**src/rtl/lgs_pkg.sv**
```systemverilog
// ----------------------------------------------------------------------------
// lgs_pkg: shared types and constants of the life grid
// Grid size, request codes, beat structs and the row-cell control struct.
// ----------------------------------------------------------------------------
package lgs_pkg;

  localparam int GRID_SIZE = 16;
  localparam int IDX_W     = $clog2(GRID_SIZE);
  localparam int ADDR_W    = 4;

  localparam logic [1:0] REQ_WRITE = 2'd0;
  localparam logic [1:0] REQ_READ  = 2'd1;
  localparam logic [1:0] REQ_STEP  = 2'd2;
  localparam logic [1:0] REQ_NONE  = 2'd3;

  typedef logic [GRID_SIZE-1:0] row_t;

  typedef struct packed {
    logic [1:0]        req_type;
    logic [ADDR_W-1:0] cell_row;
    logic [ADDR_W-1:0] cell_col;
    logic              write_alive;
  } in_beat_t;

  typedef struct packed {
    logic       read_alive;
    logic [1:0] ack_type;
  } out_beat_t;

  typedef struct packed {
    logic             shift;
    logic             wr;
    logic [IDX_W-1:0] wr_col;
    logic             wr_val;
  } cell_ctl_t;

endpackage

```
**src/rtl/lgs_row_cell.sv**
```systemverilog
// ----------------------------------------------------------------------------
// lgs_row_cell: one grid row in the row chain
// Holds a row of cells; shifts in its neighbor's row during a generation and
// takes single-cell writes otherwise.
// ----------------------------------------------------------------------------
module lgs_row_cell (
  input  logic             clk,
  input  logic             rst_n,
  input  lgs_pkg::cell_ctl_t ctl,
  input  logic             sel,
  input  lgs_pkg::row_t    shift_in,
  output lgs_pkg::row_t    row_q
);
  import lgs_pkg::*;

  row_t row_r;

  always_ff @(posedge clk) begin
    if (!rst_n) begin
      row_r <= '0;
    end else if (ctl.shift) begin
      row_r <= shift_in;
    end else if (ctl.wr && sel) begin
      row_r[ctl.wr_col] <= ctl.wr_val;
    end
  end

  assign row_q = row_r;

endmodule

```
**src/rtl/lgs_row_rule.sv**
```systemverilog
// ----------------------------------------------------------------------------
// lgs_row_rule: B3/S23 rule over one row
// Computes the next generation of a row from the row itself and the rows
// above and below, with wraparound at the column edges.
// ----------------------------------------------------------------------------
module lgs_row_rule (
  input  lgs_pkg::row_t up,
  input  lgs_pkg::row_t mid,
  input  lgs_pkg::row_t dn,
  output lgs_pkg::row_t new_row
);
  import lgs_pkg::*;

  for (genvar c = 0; c < GRID_SIZE; c++) begin : g_col
    localparam int LF = (c + GRID_SIZE - 1) % GRID_SIZE;
    localparam int RT = (c + 1) % GRID_SIZE;
    logic [3:0] n;

    assign n = 4'(up[LF]) + 4'(up[c]) + 4'(up[RT])
             + 4'(mid[LF]) + 4'(mid[RT])
             + 4'(dn[LF]) + 4'(dn[c]) + 4'(dn[RT]);
    assign new_row[c] = (n == 4'd3) || (mid[c] && (n == 4'd2));
  end

endmodule

```
**src/rtl/life_grid_generation_step.sv**
```systemverilog
// ----------------------------------------------------------------------------
// life_grid_generation_step: toroidal B3/S23 life grid
// Square grid of one-bit cells kept as a chain of row registers. Requests
// write a cell, read a cell, or advance the grid one generation.
//
// Usage:
//   in_valid/in_stall/in_data carry request beats; out_valid/out_stall/
//   out_data carry one result beat per request (none for request code 3).
//   The result of a write or read shows the cycle after it is taken.
//   A step rotates the row chain once around, one row through the rule
//   logic per cycle, the result in the cycle after the last row. One
//   request is in flight at a time.
//   in_stall is high while a step runs or while a result is held because
//   out_stall is high; a held result stays unchanged until taken.
//   Reset clears every cell to dead and empties the result register.
// ----------------------------------------------------------------------------
module life_grid_generation_step (
  input  logic              clk,
  input  logic              rst_n,
  input  logic              in_valid,
  output logic              in_stall,
  input  lgs_pkg::in_beat_t in_data,
  output logic              out_valid,
  input  logic              out_stall,
  output lgs_pkg::out_beat_t out_data
);
  import lgs_pkg::*;

  typedef enum logic {ST_IDLE, ST_STEP} state_t;

  state_t           state_r;
  logic [IDX_W-1:0] cnt_r;
  logic             out_valid_r;
  out_beat_t        out_r;
  row_t             prev_r;
  row_t             first_r;

  row_t             row_q [GRID_SIZE];
  row_t             new_row;
  row_t             dn_row;
  cell_ctl_t        ctl;
  logic             accept;
  logic             on_grid;
  logic             last;
  logic [IDX_W-1:0] row_idx;

  assign in_stall = (state_r == ST_STEP) || (out_valid_r && out_stall);
  assign accept   = in_valid && !in_stall;
  assign on_grid  = (int'(in_data.cell_row) < GRID_SIZE) &&
                    (int'(in_data.cell_col) < GRID_SIZE);
  assign row_idx  = IDX_W'(in_data.cell_row);
  assign last     = (cnt_r == IDX_W'(GRID_SIZE - 1));

  assign ctl.shift  = (state_r == ST_STEP);
  assign ctl.wr     = accept && on_grid && (in_data.req_type == REQ_WRITE);
  assign ctl.wr_col = IDX_W'(in_data.cell_col);
  assign ctl.wr_val = in_data.write_alive;

  for (genvar i = 0; i < GRID_SIZE; i++) begin : g_row
    row_t shift_in;
    if (i == GRID_SIZE - 1) begin : g_tail
      assign shift_in = new_row;
    end else begin : g_body
      assign shift_in = row_q[i+1];
    end
    lgs_row_cell u_cell (
      .clk      (clk),
      .rst_n    (rst_n),
      .ctl      (ctl),
      .sel      (row_idx == IDX_W'(i)),
      .shift_in (shift_in),
      .row_q    (row_q[i])
    );
  end

  assign dn_row = last ? first_r : row_q[1];

  lgs_row_rule u_rule (
    .up      (prev_r),
    .mid     (row_q[0]),
    .dn      (dn_row),
    .new_row (new_row)
  );

  always_ff @(posedge clk) begin
    if (!rst_n) begin
      state_r     <= ST_IDLE;
      cnt_r       <= '0;
      out_valid_r <= 1'b0;
      out_r       <= '0;
    end else begin
      if (out_valid_r && !out_stall) begin
        out_valid_r <= 1'b0;
      end
      unique case (state_r)
        ST_IDLE: begin
          if (accept) begin
            case (in_data.req_type)
              REQ_WRITE: begin
                out_valid_r      <= 1'b1;
                out_r.read_alive <= 1'b0;
                out_r.ack_type   <= REQ_WRITE;
              end
              REQ_READ: begin
                out_valid_r      <= 1'b1;
                out_r.read_alive <= on_grid && row_q[row_idx][IDX_W'(in_data.cell_col)];
                out_r.ack_type   <= REQ_READ;
              end
              REQ_STEP: begin
                state_r <= ST_STEP;
                cnt_r   <= '0;
              end
              default: ;
            endcase
          end
        end
        ST_STEP: begin
          cnt_r <= cnt_r + 1'b1;
          if (last) begin
            state_r          <= ST_IDLE;
            out_valid_r      <= 1'b1;
            out_r.read_alive <= 1'b0;
            out_r.ack_type   <= REQ_STEP;
          end
        end
        default: state_r <= ST_IDLE;
      endcase
    end
  end

  // old row above the one at the chain head, and the old top row
  always_ff @(posedge clk) begin
    if (state_r == ST_IDLE) begin
      prev_r  <= row_q[GRID_SIZE-1];
      first_r <= row_q[0];
    end else begin
      prev_r  <= row_q[0];
    end
  end

  assign out_valid = out_valid_r;
  assign out_data  = out_r;

endmodule

```
**config.mk**
```make
export PLATFORM = sky130hd
export DESIGN_NAME = life_grid_generation_step
export DESIGN_NICKNAME = d
export VERILOG_FILES = /design/src/rtl/lgs_pkg.sv /design/src/rtl/lgs_row_cell.sv /design/src/rtl/lgs_row_rule.sv /design/src/rtl/life_grid_generation_step.sv
export SDC_FILE = /design/constraint.sdc
export NUM_CORES = 1
export LEC_CHECK = 0
export BUFFER_PORTS_ARGS = -buffer_cell sky130_fd_sc_hd__buf_2
export CELL_PAD_IN_SITES_DETAIL_PLACEMENT = 1
export CELL_PAD_IN_SITES_GLOBAL_PLACEMENT = 2
export CORE_UTILIZATION = 44
export CTS_CLUSTER_DIAMETER = 30
export DETAILED_ROUTE_END_ITERATION = 6
export HOLD_SLACK_MARGIN = 0.12
export PLACE_DENSITY = 0.9
export SYNTH_ARGS = -nofsm -noshare
export SYNTH_HDL_FRONTEND = slang
export SYNTH_SLANG_ARGS = --single-unit
export TNS_END_PERCENT = 5
```
**constraint.sdc**
```tcl
create_clock -name clk -period 7.2 [get_ports clk]
set_input_delay 1.44 -clock clk [delete_from_list [all_inputs] [get_ports clk]]
set_output_delay 1.44 -clock clk [all_outputs]
set_load 0.005 [all_outputs]
```
Yosys cells after proc, flatten, opt, wreduce, memory -nomap -nowiden
Cells that the tools add are included.
- register bits after elaboration: 297
- input bits: 15
- output and inout bits: 5
- word-level logic and storage cells: 345
- $add $sub $neg: 113
- magnitude comparators: 3
- eq/ne operators: 54
- muxes and demuxes: 73
- bitwise logic cells: 2
- reductions and logical operators: 77
- operators with widths (operator ; number):
    16-bit two-way mux ; 36
    4-bit by 1-bit adder with 4-bit output ; 96
    16-bit bitwise mux ; 16
    4-bit by 2-bit equality test with 1-bit output (second input constant) ; 34
    16-bit binary-select mux with 4-bit select ; 1
    1-bit logical AND ; 37
    4-bit equality test (second input constant) ; 9
    1-bit by 1-bit adder with 2-bit output ; 16
    2-bit nonzero test ; 16
    1-bit logical OR ; 17
    4-bit by 3-bit equality test with 1-bit output (second input constant) ; 4
    3-bit case mux with 2 select lines ; 2
    1-bit two-way mux ; 9
    4-bit two-way mux ; 2
    4-bit case mux with 2 select lines ; 1
    3-bit two-way mux ; 2
    5-bit greater-or-equal comparator (second input constant) ; 1
    4-bit by 5-bit < comparator with 1-bit output (second input constant) ; 1
    4-bit inverter with 5-bit output ; 1
    4-bit by 1-bit adder with 4-bit output (second input constant) ; 1
    1-bit binary-select mux with 4-bit select ; 1
    1-bit demux with 4-bit select ; 1
    4-bit by 1-bit equality test with 1-bit output (second input constant) ; 1
    4-bit by 1-bit greater-or-equal comparator with 1-bit output (second input constant) ; 1
    13 further kinds ; 16

Depth between registers and ports, before layout
- word-level depth: 11
- mapped depth: 18
- mapped depth without buffers: 16

Cells and area by module
Synthesis repeated with hierarchy kept, for this count alone.
- cells, all modules: 2287
- area total of the unflattened synthesis: 20161.8 sq um
- by module, submodules not included (module ; times used ; cells an instance ; area each (sq um) ; sequential area each (sq um)):
    lgs_row_cell ; 16 ; 104 ; 840.8 ; 320.3
    life_grid_generation_step ; 1 ; 321 ; 3985.1 ; 980.9
    lgs_row_rule ; 1 ; 302 ; 2723.9 ; 0.0

Least setup slack after synthesis
OpenSTA, ideal clock, no wires.
- kind: register to register
- start: register cnt_r[0]
- end: register g_row[15].u_cell.row_r[14]
- setup time: 78 ps
- data arrival time: 4241 ps
- required time: 7122 ps
- setup slack: 2881 ps
- stages on the path, launching flop included: 17
- buffers on the path: 2
- clock period less this slack: 4319 ps
- cell sequence: dfxtp_1 -> ha_1 -> nand3_1 -> clkbuf_1 -> buf_1 -> mux2i_1 -> inv_1 -> fa_1 -> inv_1 -> fa_1 -> inv_1 -> fa_1 -> inv_1 -> fa_1 -> nor4_1 -> nor3_1 -> nor3_1
- longest elaborated chain between the ends: 9
- elaborated cells on any way between the ends: 10
- those cells by class: add/sub: 3; eq/ne: 3; mux: 2; reduce/logical: 2
- RTL lines (element ; RTL line ; source):
    start: declaration ; life_grid_generation_step.sv:32 ; logic [IDX_W-1:0] cnt_r;
    start signal: assignment ; life_grid_generation_step.sv:118 ; cnt_r <= cnt_r + 1'b1;
    4-bit equality test (*) ; life_grid_generation_step.sv:52 ; assign last = (cnt_r == IDX_W'(GRID_SIZE - 1));
    16-bit two-way mux (*) ; life_grid_generation_step.sv:76 ; assign dn_row = last ? first_r : row_q[1];
    4-bit by 1-bit adder with 4-bit output (2 in a row) ; lgs_row_rule.sv:21 ; + 4'(dn[LF]) + 4'(dn[c]) + 4'(dn[RT]);
    4-bit by 1-bit adder with 4-bit output (*) ; lgs_row_rule.sv:21 ;
    4-bit by 2-bit equality test with 1-bit output ; lgs_row_rule.sv:22 ; assign new_row[c] = (n == 4'd3) || (mid[c] && (n == 4'd2));
    1-bit logical AND ; lgs_row_rule.sv:22 ;
    1-bit logical OR (*) ; lgs_row_rule.sv:22 ;
    16-bit two-way mux (*) ; lgs_row_cell.sv:21 ; end else if (ctl.shift) begin
    end signal: assignment ; lgs_row_cell.sv:22 ; row_r <= shift_in;
    end signal: indexed assignment ; lgs_row_cell.sv:24 ; row_r[ctl.wr_col] <= ctl.wr_val;
    end: declaration ; lgs_row_cell.sv:16 ; row_t row_r;
Every way passes the cells marked *; elsewhere a longest branch is shown, timed or not.
A chain may end at the register's enable or synchronous reset.

Final worst setup path
- start: register cnt_r[0]
- end: register g_row[15].u_cell.row_r[9]
The elaborated chain is that of the path after synthesis.

==> run metrics <==
Starting Density=44.93%; pwr/cell area=293.7 mW/mm^2; PostCTS Resize Cnt=0; Compound-Gate Fraction of Synth Area=23.85%; placed cell count=2261; largest family of logic cells by synthesized area=compound AO/OA/AOI/OAI gates; total number of vias=15900; Die ar.=0.03952 sq mm; WL/cell=26.85 um; simple-gate share of the synthesized area=11.12%; setup violators final=0; postcts setup bufs=0; Max IR drop VDD=145.3 uV; DRC=0; initial antenna violation count=2; sequential share of the synthesized area=35.83%; Cell Area, Synth=0.01704 sq mm; Seq cells post-synth=297; Area Overhead vs Synth=19.34%; Top Family by Delay on Critical Path=adder cells; Worst Hold Class=reg -> reg; Post-synth ARST share=0%; Leakage=7.465 nW; PnR Total Power=0.005972 W; post-synthesis mux area share=10.59%; CP bufs+invs=3; die height=198.8 um; Site Rows=71; number of CTS-inserted buffers=79; Final Core Density=53.61%; Tmin final=4.396 ns; Max FO, Critical Path=18; clk sink count=297; Slew headroom=6.713%; Least-Margin Pin Slew=1.399 ns; crit-path max cell delay=0.48 ns; yosys synthesis warning count=0; Top cell by count, worst path=fa_1; worst setup margin=2.804 ns; unrepaired setup endpoints after global routing=false; synthesized instance count=1851; nets@finish=1959; non-filler instance count after layout=2409; Core Area=0.03793 sq mm; Pre-antenna DRT Iters=5; critical path data required time=7.70 ns; DRT Wirelength=64.68 mm; Place WS=2.824 ns; worst skew pair latency=0.59 ns; CTS root buf=clkbuf_16; Main synth FF type=dfxtp_1; final hold viol count=0; Yosys top cell area share=33.01%; fmax=227.5 MHz; first-pass GRT wire length=99.64 mm; worst path cell trace=ha_1, nand3_1, buf_4, mux2i_1, fa_1, fa_1, inv_1, fa_1, inv_1, fa_1, a2111oi_0, a21oi_1, nor4_1, nor3_1, nor3_1; number of maximum-capacitance violations=0; Fill cells=4238; period utilisation layout=61.06%; GR Overflow Total=0; Crit-path slowest cell=fa_1; Netlist cell types=47; largest cells by area after synthesis=dfxtp_1 33%, a211oi_1 11%, a21oi_1 9.7%; Antenna Nets Post-Route=0; XOR/XNOR Fraction of Synth Area=0.1028%; Worst-path clk slew=0.04 ns; Initial DRC Count=1633; CTS H-tree lvls=3; status=finished, final reports clean; detailed placer's ending HPWL=39.68 mm; Critical Path End Type=register; Ports=20; Clock Path Buffers=3; DR vias/cell=6.602; setup_tns=0 ns; hold_buf cts=0; share of cells above drive strength 1=16.03%; CTS tree=yes; Post-Syn Nets=1979; CP Class=reg -> reg; Die W=198.8 um; largest net degree at the start of global routing=139; port buffer count=19; Arr. time, crit path=4.89 ns; vias in the first global route=16430; critical path launch point type=register; Tot GR Track Use=33.29%; Synth Area in Adders=11.12%; clock skew=0.01653 ns; Mapped Avg Cell Area=9.207 sq um; GPL Wtd Cong=0.8757; area leader, netlist=dfxtp_1; Slew Viols, Final=0; Post-synth EDFFs=16
path summary, 6_finish.rpt:
check                               to  slack (ns)        start  cells past startpoint
min reg2reg                out_data[0]        0.48  out_data[0]                      2
min                        out_data[0]        0.48  out_data[0]                      2
max          g_row[15].u_cell.row_q[9]        2.80     cnt_r[0]                     15
max reg2reg  g_row[15].u_cell.row_q[9]        2.80     cnt_r[0]                     15
layout make-up:
type	instances	area (sq um)	area share (%)
clock inverter	37	526.8	2.590
sequential	297	6110	30.04
tap	511	639.4	3.144
antenna	2	5.005	0.02461
timing repair buffer	63	430.4	2.116
multi-input combinational	1236	9726	47.82
clock buffer	109	2315	11.38
inverter	154	585.6	2.879
worst reg2reg max path: cells and delay by family (launching register included):
family	cells	cell delay, ns
adder cells (fa/ha/maj)	5	1.76
AO/OA/AOI/OAI	2	0.53
multiplexers	1	0.36
flip-flops	1	0.33
buffers and inverters	3	0.50
AND/OR/NAND/NOR	4	0.84
cell usage in the layout (no fill, tap or decap), types with 46 or more instances in the layout:
cell / count
a21oi_1: 321
dfxtp_1: 280
nor3_1: 257
a211oi_1: 242
inv_1: 152
clkbuf_16: 83
mux4_2: 64
fa_1: 64
ha_1: 49
buf_4: 46
synth_stat cells (all sizes together) (12+ instances only):
cell type / instances
a211oi: 242
a21o: 12
a21oi: 332
a22oi: 32
buf: 31
clkbuf: 133
dfxtp: 281
edfxtp: 16
fa: 64
ha: 49
inv: 153
mux2: 18
mux2i: 16
mux4: 64
nand2: 35
nor2: 29
nor2b: 13
nor3: 257
nor4: 18
report_power, final:
group          leakage, nW  internal [W]  switching, W
clock network         1.40       0.00266       0.00109
logic                 3.61      0.000123      0.000356
registers             2.46       0.00170     0.0000443
total                 7.46       0.00448       0.00149
per-layer routing:
layer	wire (um)	track usage, %
met1	26940	43.76
met2	29820	52.50
met3	5437	7.240
met4	2450	14.62
met5	27	0
metrics by stage:
step / cell area [sq um] / hold WS, ns
floorplan: 17040 / 0.4642
global placement: 17490 / 0.4623
detailed placement: 17490 / 0.4774
CTS: 20330 / 0.4826
global route: 20330 / 0.5283
finish: 20340 / 0.4838
state kept, by name, summed over array words and instances, names as in the netlist:
name                flops
out_data                3
cnt_r                   4
prev_r                 16
state_r                 1
first_r                16
g_row.u_cell.row_q    256
out_valid               1
cell families after synthesis:
family,after synthesis
xor+xnor,2
compound gates,651
buf+inv,318
mux,98
flops,297
simple gates,372
fa+ha+maj,113
Power figures use the tool's default switching activity.
